--- src/rtl/rhc_pkg.sv ---
// ----------------------------------------------------------------------------
// rhc_pkg: shared types and constants for the rgb to hsv converter
// Channel and field widths, hue sector codes, hue offsets and divider sizing.
// ----------------------------------------------------------------------------
package rhc_pkg;

   localparam int CH_W         = 8;
   localparam int HUE_W        = 16;
   localparam int SAT_W        = 17;
   localparam int SAT_FRAC     = 16;
   localparam int REQ_TDATA_W  = 24;
   localparam int RSP_TDATA_W  = 48;

   // dividend width shared by both dividers (delta << 16 and 7680 * |diff|)
   localparam int DIV_NUM_W          = 24;
   localparam int DIV_BITS_PER_STAGE = 4;

   localparam int FRONT_STAGES = 2;
   localparam int BACK_STAGES  = 1;

   // hue units per 60 degree sector
   localparam int HUE_SCALE = 7680;

   // sector offsets in 1/128 degree units
   localparam logic [HUE_W-1:0] HUE_BASE_RED   = 16'd0;
   localparam logic [HUE_W-1:0] HUE_BASE_GREEN = 16'd15360;
   localparam logic [HUE_W-1:0] HUE_BASE_BLUE  = 16'd30720;
   localparam logic [HUE_W-1:0] HUE_BASE_WRAP  = 16'd46080;

   typedef enum logic [1:0] {
      SEC_RED   = 2'd0,
      SEC_GREEN = 2'd1,
      SEC_BLUE  = 2'd2
   } sector_type;

   typedef struct packed {
      logic       gray;
      sector_type sector;
      logic       neg;
   } hue_tag_type;

endpackage

--- src/rtl/rhc_ctrl.sv ---
// ----------------------------------------------------------------------------
// rhc_ctrl: pipeline valid tracking
// Keeps one valid bit per stage and gives each stage its load enable, so that
// bubbles are squeezed out while the result side is stalled.
// ----------------------------------------------------------------------------
module rhc_ctrl #(
   parameter int STAGES = 4
) (
   input  logic              clock,
   input  logic              reset,
   input  logic              req_tvalid,
   output logic              req_tready,
   output logic              rsp_tvalid,
   input  logic              rsp_tready,
   output logic [STAGES-1:0] stage_en
);
   import rhc_pkg::*;

   logic [STAGES-1:0] valid_ff;
   logic [STAGES-1:0] valid_in;
   logic [STAGES-1:0] upstream;

   // a stage may load when it is empty or its content moves on
   always_comb begin
      logic downstream;
      downstream = rsp_tready;
      for (int k = STAGES - 1; k >= 0; k--) begin
         stage_en[k] = !valid_ff[k] || downstream;
         downstream  = stage_en[k];
      end
   end

   assign upstream = {valid_ff[STAGES-2:0], req_tvalid};
   assign valid_in = (stage_en & upstream) | (~stage_en & valid_ff);

   always_ff @(posedge clock) begin
      if (reset) begin
         valid_ff <= '0;
      end else begin
         valid_ff <= valid_in;
      end
   end

   assign req_tready = stage_en[0];
   assign rsp_tvalid = valid_ff[STAGES-1];

endmodule

--- src/rtl/rhc_front.sv ---
// ----------------------------------------------------------------------------
// rhc_front: channel max/min, hue sector and divider operands
// Stage one finds max, min and the sector; stage two forms delta, the signed
// sector difference and both dividends.
// ----------------------------------------------------------------------------
module rhc_front (
   input  logic                           clock,
   input  logic [1:0]                     en,
   input  logic [rhc_pkg::CH_W-1:0]       red,
   input  logic [rhc_pkg::CH_W-1:0]       green,
   input  logic [rhc_pkg::CH_W-1:0]       blue,
   output logic [rhc_pkg::DIV_NUM_W-1:0]  sat_num,
   output logic [rhc_pkg::DIV_NUM_W-1:0]  hue_num,
   output logic [rhc_pkg::CH_W-1:0]       max_out,
   output logic [rhc_pkg::CH_W-1:0]       delta_out,
   output rhc_pkg::hue_tag_type           hue_tag
);
   import rhc_pkg::*;

   // stage one
   logic [CH_W-1:0] mx_in, mn_in;
   sector_type      sec_in;
   logic [CH_W-1:0] r1_ff, g1_ff, b1_ff, mx1_ff, mn1_ff;
   sector_type      sec1_ff;

   always_comb begin
      mx_in = red;
      mn_in = red;
      if (green > mx_in) mx_in = green;
      if (blue > mx_in)  mx_in = blue;
      if (green < mn_in) mn_in = green;
      if (blue < mn_in)  mn_in = blue;
      if (mx_in == red) begin
         sec_in = SEC_RED;
      end else if (mx_in == green) begin
         sec_in = SEC_GREEN;
      end else begin
         sec_in = SEC_BLUE;
      end
   end

   always_ff @(posedge clock) begin
      if (en[0]) begin
         r1_ff   <= red;
         g1_ff   <= green;
         b1_ff   <= blue;
         mx1_ff  <= mx_in;
         mn1_ff  <= mn_in;
         sec1_ff <= sec_in;
      end
   end

   // stage two
   logic [CH_W-1:0]      delta_in, op_a, op_b, absdiff;
   logic                 neg_in;
   logic [DIV_NUM_W-1:0] sat_num_in, hue_num_in;
   hue_tag_type          tag_in;
   logic [DIV_NUM_W-1:0] sat_num_ff, hue_num_ff;
   logic [CH_W-1:0]      mx2_ff, delta2_ff;
   hue_tag_type          tag2_ff;

   always_comb begin
      delta_in = mx1_ff - mn1_ff;
      unique case (sec1_ff)
         SEC_RED: begin
            op_a = g1_ff;
            op_b = b1_ff;
         end
         SEC_GREEN: begin
            op_a = b1_ff;
            op_b = r1_ff;
         end
         SEC_BLUE: begin
            op_a = r1_ff;
            op_b = g1_ff;
         end
         default: begin
            op_a = g1_ff;
            op_b = b1_ff;
         end
      endcase
      neg_in     = op_a < op_b;
      absdiff    = neg_in ? (op_b - op_a) : (op_a - op_b);
      hue_num_in = DIV_NUM_W'(absdiff) * DIV_NUM_W'(HUE_SCALE);
      sat_num_in = DIV_NUM_W'(delta_in) << SAT_FRAC;
      tag_in.gray   = (delta_in == '0);
      tag_in.sector = sec1_ff;
      tag_in.neg    = neg_in;
   end

   always_ff @(posedge clock) begin
      if (en[1]) begin
         sat_num_ff <= sat_num_in;
         hue_num_ff <= hue_num_in;
         mx2_ff     <= mx1_ff;
         delta2_ff  <= delta_in;
         tag2_ff    <= tag_in;
      end
   end

   assign sat_num   = sat_num_ff;
   assign hue_num   = hue_num_ff;
   assign max_out   = mx2_ff;
   assign delta_out = delta2_ff;
   assign hue_tag   = tag2_ff;

endmodule

--- src/rtl/rhc_div.sv ---
// ----------------------------------------------------------------------------
// rhc_div: pipelined restoring divider
// Unsigned quotient of a NUM_W-bit dividend by a DEN_W-bit divisor, BPS
// quotient bits per stage, with a tag carried alongside each operand.
// ----------------------------------------------------------------------------
module rhc_div #(
   parameter int NUM_W = rhc_pkg::DIV_NUM_W,
   parameter int DEN_W = rhc_pkg::CH_W,
   parameter int BPS   = rhc_pkg::DIV_BITS_PER_STAGE,
   parameter int TAG_W = 1
) (
   input  logic                              clock,
   input  logic [(NUM_W+BPS-1)/BPS-1:0]      en,
   input  logic [NUM_W-1:0]                  num_in,
   input  logic [DEN_W-1:0]                  den_in,
   input  logic [TAG_W-1:0]                  tag_in,
   output logic [NUM_W-1:0]                  quot_out,
   output logic [TAG_W-1:0]                  tag_out
);
   import rhc_pkg::*;

   localparam int STAGES = (NUM_W + BPS - 1) / BPS;
   localparam int PAD_W  = STAGES * BPS;

   // dividend bits shift out at the top while quotient bits shift in below
   logic [PAD_W-1:0] nq_ff  [STAGES];
   logic [DEN_W-1:0] rem_ff [STAGES];
   logic [DEN_W-1:0] den_ff [STAGES];
   logic [TAG_W-1:0] tag_ff [STAGES];

   for (genvar s = 0; s < STAGES; s++) begin : g_stage
      logic [PAD_W-1:0] nq_src, nq_in;
      logic [DEN_W-1:0] rem_src, rem_in, den_src;
      logic [TAG_W-1:0] tag_src;

      if (s == 0) begin : g_first
         assign nq_src  = PAD_W'(num_in);
         assign rem_src = '0;
         assign den_src = den_in;
         assign tag_src = tag_in;
      end else begin : g_next
         assign nq_src  = nq_ff[s-1];
         assign rem_src = rem_ff[s-1];
         assign den_src = den_ff[s-1];
         assign tag_src = tag_ff[s-1];
      end

      always_comb begin
         logic [DEN_W:0] trial;
         trial  = '0;
         nq_in  = nq_src;
         rem_in = rem_src;
         for (int i = 0; i < BPS; i++) begin
            trial = {rem_in, nq_in[PAD_W-1]};
            nq_in = {nq_in[PAD_W-2:0], 1'b0};
            if (trial >= {1'b0, den_src}) begin
               trial    = trial - {1'b0, den_src};
               nq_in[0] = 1'b1;
            end
            rem_in = trial[DEN_W-1:0];
         end
      end

      always_ff @(posedge clock) begin
         if (en[s]) begin
            nq_ff[s]  <= nq_in;
            rem_ff[s] <= rem_in;
            den_ff[s] <= den_src;
            tag_ff[s] <= tag_src;
         end
      end
   end

   assign quot_out = nq_ff[STAGES-1][NUM_W-1:0];
   assign tag_out  = tag_ff[STAGES-1];

endmodule

--- src/rtl/rhc_back.sv ---
// ----------------------------------------------------------------------------
// rhc_back: hue assembly and output register
// Adds the sector offset to the signed quotient, clears gray and black cases
// and holds the packed result until it is taken.
// ----------------------------------------------------------------------------
module rhc_back (
   input  logic                              clock,
   input  logic                              en,
   input  logic [rhc_pkg::DIV_NUM_W-1:0]     sat_quot,
   input  logic [rhc_pkg::CH_W-1:0]          brightness,
   input  logic [rhc_pkg::DIV_NUM_W-1:0]     hue_quot,
   input  rhc_pkg::hue_tag_type              hue_tag,
   output logic [rhc_pkg::RSP_TDATA_W-1:0]   rsp_tdata
);
   import rhc_pkg::*;

   logic [HUE_W-1:0] base, hue_q, hue_in;
   logic [SAT_W-1:0] sat_in;
   logic [HUE_W-1:0] hue_ff;
   logic [SAT_W-1:0] sat_ff;
   logic [CH_W-1:0]  bright_ff;

   always_comb begin
      unique case (hue_tag.sector)
         SEC_RED:   base = hue_tag.neg ? HUE_BASE_WRAP : HUE_BASE_RED;
         SEC_GREEN: base = HUE_BASE_GREEN;
         SEC_BLUE:  base = HUE_BASE_BLUE;
         default:   base = HUE_BASE_RED;
      endcase
      hue_q = hue_quot[HUE_W-1:0];
      if (hue_tag.gray) begin
         hue_in = '0;
      end else if (hue_tag.neg) begin
         hue_in = base - hue_q;
      end else begin
         hue_in = base + hue_q;
      end
      // black pixel: divider saw a zero divisor
      sat_in = (brightness == '0) ? '0 : sat_quot[SAT_W-1:0];
   end

   always_ff @(posedge clock) begin
      if (en) begin
         hue_ff    <= hue_in;
         sat_ff    <= sat_in;
         bright_ff <= brightness;
      end
   end

   assign rsp_tdata = {(RSP_TDATA_W - HUE_W - SAT_W - CH_W)'(0), bright_ff, sat_ff, hue_ff};

endmodule

--- src/rtl/rgb_to_hsv_converter.sv ---
// ----------------------------------------------------------------------------
// rgb_to_hsv_converter: 8-bit rgb pixel to fixed-point hsv
// Usage:
//   req channel carries one pixel per request: red, green, blue.
//   rsp channel carries hue (1/128 degree), saturation (Q1.16) and brightness
//   (largest channel), one response for every request, in order.
//   Throughput is one pixel per clock while the response side is not
//   stalled. The two restoring dividers, with the default of four
//   quotient bits per divider stage, make up most of the pipeline.
//   Gray pixels give hue 0, black pixels also give saturation 0.
//   Reset clears all stage valid bits; the pipeline comes out empty and
//   ready. When rsp_tready is low the result register holds, and earlier
//   stages keep filling until every stage is full, so req_tready drops only
//   once no bubble is left in the pipeline. Nothing is dropped or repeated.
// ----------------------------------------------------------------------------
module rgb_to_hsv_converter #(
   parameter int DIV_BPS = rhc_pkg::DIV_BITS_PER_STAGE
) (
   input  logic                            clock,
   input  logic                            reset,
   input  logic                            req_tvalid,
   output logic                            req_tready,
   input  logic [rhc_pkg::REQ_TDATA_W-1:0] req_tdata,  // red, green, blue
   output logic                            rsp_tvalid,
   input  logic                            rsp_tready,
   output logic [rhc_pkg::RSP_TDATA_W-1:0] rsp_tdata   // hue, saturation, brightness, zero pad
);
   import rhc_pkg::*;

   localparam int DIV_STAGES = (DIV_NUM_W + DIV_BPS - 1) / DIV_BPS;
   localparam int STAGES     = FRONT_STAGES + DIV_STAGES + BACK_STAGES;
   localparam int TAG_W      = $bits(hue_tag_type);

   logic [STAGES-1:0]    stage_en;
   logic [DIV_NUM_W-1:0] sat_num, hue_num, sat_quot, hue_quot;
   logic [CH_W-1:0]      max_val, delta_val, bright_d;
   hue_tag_type          hue_tag, hue_tag_d;
   logic [TAG_W-1:0]     hue_tag_bits;

   rhc_ctrl #(
      .STAGES(STAGES)
   ) u_ctrl (
      .clock      (clock),
      .reset      (reset),
      .req_tvalid (req_tvalid),
      .req_tready (req_tready),
      .rsp_tvalid (rsp_tvalid),
      .rsp_tready (rsp_tready),
      .stage_en   (stage_en)
   );

   rhc_front u_front (
      .clock     (clock),
      .en        (stage_en[FRONT_STAGES-1:0]),
      .red       (req_tdata[CH_W-1:0]),
      .green     (req_tdata[2*CH_W-1:CH_W]),
      .blue      (req_tdata[3*CH_W-1:2*CH_W]),
      .sat_num   (sat_num),
      .hue_num   (hue_num),
      .max_out   (max_val),
      .delta_out (delta_val),
      .hue_tag   (hue_tag)
   );

   rhc_div #(
      .NUM_W (DIV_NUM_W),
      .DEN_W (CH_W),
      .BPS   (DIV_BPS),
      .TAG_W (CH_W)
   ) u_sat_div (
      .clock    (clock),
      .en       (stage_en[FRONT_STAGES +: DIV_STAGES]),
      .num_in   (sat_num),
      .den_in   (max_val),
      .tag_in   (max_val),
      .quot_out (sat_quot),
      .tag_out  (bright_d)
   );

   rhc_div #(
      .NUM_W (DIV_NUM_W),
      .DEN_W (CH_W),
      .BPS   (DIV_BPS),
      .TAG_W (TAG_W)
   ) u_hue_div (
      .clock    (clock),
      .en       (stage_en[FRONT_STAGES +: DIV_STAGES]),
      .num_in   (hue_num),
      .den_in   (delta_val),
      .tag_in   (hue_tag),
      .quot_out (hue_quot),
      .tag_out  (hue_tag_bits)
   );

   assign hue_tag_d = hue_tag_type'(hue_tag_bits);

   rhc_back u_back (
      .clock      (clock),
      .en         (stage_en[STAGES-1]),
      .sat_quot   (sat_quot),
      .brightness (bright_d),
      .hue_quot   (hue_quot),
      .hue_tag    (hue_tag_d),
      .rsp_tdata  (rsp_tdata)
   );

endmodule

--- config.mk ---
export PLATFORM = sky130hd
export DESIGN_NAME = rgb_to_hsv_converter
export DESIGN_NICKNAME = d
export VERILOG_FILES = /design/src/rtl/rhc_pkg.sv /design/src/rtl/rhc_ctrl.sv /design/src/rtl/rhc_front.sv /design/src/rtl/rhc_div.sv /design/src/rtl/rhc_back.sv /design/src/rtl/rgb_to_hsv_converter.sv
export SDC_FILE = /design/constraint.sdc
export NUM_CORES = 1
export LEC_CHECK = 0
export BUFFER_PORTS_ARGS = -buffer_cell sky130_fd_sc_hd__buf_2
export CORE_MARGIN = 8
export CORE_UTILIZATION = 55
export DETAILED_ROUTE_END_ITERATION = 8
export PLACE_DENSITY = 0.78
export SLEW_MARGIN = 20
export SYNTH_ARGS = -nofsm -noshare
export SYNTH_HDL_FRONTEND = slang
export SYNTH_HIERARCHICAL = 1
export SYNTH_SLANG_ARGS = --single-unit
--- constraint.sdc ---
create_clock -name clock -period 10.2 [get_ports clock]
set_clock_uncertainty 0.15 [all_clocks]
set_input_delay 1.02 -clock clock [delete_from_list [all_inputs] [get_ports clock]]
set_output_delay 1.02 -clock clock [all_outputs]
set_load 0.1 [all_outputs]
==> results.md <==
- Final count of hold timing violations: 0
- Core footprint: 74200 µm²
- Final TNS setup: 0 ns
- Area of the multi-input gates: 22600 µm²
- Peak fanout along the critical path: 7
- Largest net degree at the start of global routing: 79
- Die footprint: 83700 µm²
- Number of logic stages on the critical path including buffering: 39
- All-layer global routing usage: 0.202
- Wire length of the first global-routing pass: 140000 µm
- Post-layout nets: 4407
- Worst setup startpoint: u_sat_div/den_ff[2][1]$_DFFE_PP_
- Max H-tree Level: 2
- Layout overhead on the synthesized area: 8.40%
- Hold-fix buffers at CTS: 0
- Routability Congestion: 0.935
- Number of routed nets with antenna violations: 0
- Relative slew slack: 0.318
- Cell count after synthesis: 3781
- Worst hold path stage count: 0
- Category of the worst setup path capture point: flip-flop
- I/O Buffers: 70
- Cell total after placement: 4782
- Unrepaired setup endpoints after global routing: false
- Number of cell rows: 100
- Slack of the critical path: 0.500 ns
- CP peak stage delay: 0.48 ns
- CTS Buf Count: 59
- Result of the run: completed
- Kind of path behind the tightest hold check: reg -> reg
- Maximum achievable frequency: 103 MHz
- Count of warnings emitted by yosys: 6
- Via count of the first global-routing pass: 28300
- Remaining design rule violation count: 0
- Worst path bufs/invs: 5
- Worst-skew pair later-pin latency: 0.62 ns
- Antenna violations before repair: 1
- Total wirelength of the detailed-routed design: 86700 µm
- Clk slew on worst S/H paths: 0.06 ns
- Setup CP Type: reg -> reg
- Critical path destination: u_sat_div/rem_ff[3][2]$_DFFE_PP_
- Area of the mapped netlist: 41100 µm²
- IO Pins: 78
- Routed wirelength normalized by instance count: 17.7 µm
- Fraction of final layout cells sized beyond drive strength 1: 0.126
- Top cell by count, worst path: sky130_fd_sc_hd__o31a_1
- Sinks on Clock Net: 561
- Placed wire-length estimate after detailed placement: 64900 µm
- Startpoint Class: flip-flop
- Max-capacitance violation count: 0
- Number of DRC violations after detailed-routing iteration 0: 1931
- Number of vias in the routed layout: 28800
- Final clock period utilization by the worst path: 0.951
- Setup slack of the most critical reg-to-reg path: 0.50 ns
- Pre-Repair DR Iteration Count: 7
- Layout filler cell count: 5875
- Transition at the pin with the smallest max-transition slack: 1.02 ns
- Die width: 289 µm
- Min-delay src: u_hue_div/nq_ff[1][19]$_DFFE_PP_
- Reg2Reg Launch Point: u_sat_div/den_ff[2][1]$_DFFE_PP_
- Sum of overflow across all layers after global routing: 0
- Storage element area: 16800 µm²
- Destination of the worst register-to-register timing path: u_sat_div/rem_ff[3][2]$_DFFE_PP_
- Pins Over Slew Limit: 0
- Height of the die: 289 µm
- Hold WS: 0.253 ns
- Post-layout minimum cycle time: 9.70 ns
- Clock tree from TritonCTS: done
- Worst setup slack after placement: 0.299 ns
- Cell class contributing the biggest share of worst-path delay: compound AO/OA/AOI/OAI gates
- Non-filler cells, final: 4895
- Largest buffer count on any clock path: 3
- Worst endpoint required time: 10.42 ns
- Finish-stage setup viols: 0
- Cell at the slowest stage of the critical path: sky130_fd_sc_hd__edfxtp_1
- Syn_area_per_cell: 10.9 µm²
- Critical Path AT: 9.92 ns
- CTS Root Buffer Type: sky130_fd_sc_hd__clkbuf_16
- Initial Util: 0.554
- Detail-routed via count per cell: 5.89
- Worst R2R Path Depth: 39
## layer usage
metal | global-route usage | wire (µm) | vias up
met1 | 0.263 | 38100 | 13800
met3 | 0.0265 | 4700 | 153
met4 | 0.0641 | 2290 | 0
met5 | 0 | 0 | -
met2 | 0.348 | 41500 | 804
li1 | - | - | 14100
## worst register-to-register path, delay by kind of cell (launching register included)
| kind | cells | cell delay [ns] |
|---|---|---|
| AO/OA/AOI/OAI | 19 | 4.37 |
| buffers and inverters | 5 | 0.68 |
| AND/OR/NAND/NOR | 7 | 1.29 |
| multiplexers | 4 | 1.36 |
| flip-flops | 1 | 0.48 |
| adder cells (fa/ha/maj) | 4 | 1.13 |
## final cells by class
| cell class | count | area share |
|---|---|---|
| Antenna cell | 1 | 0.0000562 |
| Timing Repair Buffer | 94 | 0.0119 |
| Clock buffer | 65 | 0.0343 |
| Inverter | 369 | 0.0311 |
| Clock inverter | 45 | 0.0115 |
| Sequential cell | 561 | 0.376 |
| Multi-Input combinational cell | 2791 | 0.507 |
| Tap cell | 969 | 0.0272 |
## through the flow
stage / utilization / area [µm²]
5_1_grt: 0.600 / 44500
3_5_place_dp: 0.571 / 42400
2_1_floorplan: - / 41200
3_3_place_gp: 0.571 / 42400
4_1_cts: 0.599 / 44400
6_report: 0.600 / 44500
## what timing repair did
action,in CTS,in global routing
setup buffers,0,1
hold endpoints to repair,0,0
gates resized for setup,0,22
setup endpoints to repair,0,43
## worst min-delay path by stage
stage | to | slack, ns
finish | u_hue_div/nq_ff[2][23]$_DFFE_PP_ | 0.25
global placement | u_sat_div/nq_ff[1][8]$_DFFE_PP_ | 0.25
CTS | u_sat_div/nq_ff[2][22]$_DFFE_PP_ | 0.25
floorplan | u_hue_div/nq_ff[0][13]$_DFFE_PP_ | 0.25
detailed placement | u_hue_div/nq_ff[0][16]$_DFFE_PP_ | 0.25
global route | u_sat_div/nq_ff[2][22]$_DFFE_PP_ | 0.26
## placed cells by master, fill, tap and decap left out, types with 17 or more instances in the layout
cell and n:
sky130_fd_sc_hd__nand4_1 59, sky130_fd_sc_hd__nor3_1 64, sky130_fd_sc_hd__xnor2_1 175, sky130_fd_sc_hd__mux2i_1 88, sky130_fd_sc_hd__a22oi_1 17, sky130_fd_sc_hd__nand2_1 139, sky130_fd_sc_hd__a211oi_1 24, sky130_fd_sc_hd__edfxtp_1 552
sky130_fd_sc_hd__a21oi_1 224, sky130_fd_sc_hd__xor2_1 74, sky130_fd_sc_hd__a31oi_1 29, sky130_fd_sc_hd__nand2b_1 55, sky130_fd_sc_hd__nand3_1 39, sky130_fd_sc_hd__a21o_1 86, sky130_fd_sc_hd__mux2_2 192, sky130_fd_sc_hd__nor2b_1 92
sky130_fd_sc_hd__clkbuf_16 59, sky130_fd_sc_hd__fa_1 57, sky130_fd_sc_hd__ha_1 446, sky130_fd_sc_hd__nor2_1 222, sky130_fd_sc_hd__o21a_1 54, sky130_fd_sc_hd__a21boi_0 19, sky130_fd_sc_hd__buf_4 24, sky130_fd_sc_hd__and2_1 30
sky130_fd_sc_hd__o21ai_0 197, sky130_fd_sc_hd__o21bai_1 38, sky130_fd_sc_hd__inv_1 358, sky130_fd_sc_hd__buf_2 70, sky130_fd_sc_hd__and3_1 24, sky130_fd_sc_hd__conb_1 35, sky130_fd_sc_hd__or2_2 18
## registers in the layout (all words and copies together) (netlist names), 12 cells and up, named ones only
register and cells:
u_sat_div/nq_ff 105, u_hue_div/nq_ff 100, u_sat_div/rem_ff 40, u_hue_div/tag_ff 24, u_back/hue_ff 16, u_back/sat_ff 17, u_front/hue_num 12, u_hue_div/rem_ff 40
u_sat_div/tag_ff 48, u_sat_div/den_ff 40, u_hue_div/den_ff 40
Power is not shown: default switching activity piles up to over one toggle a cycle in this logic, so the estimate is an artifact.
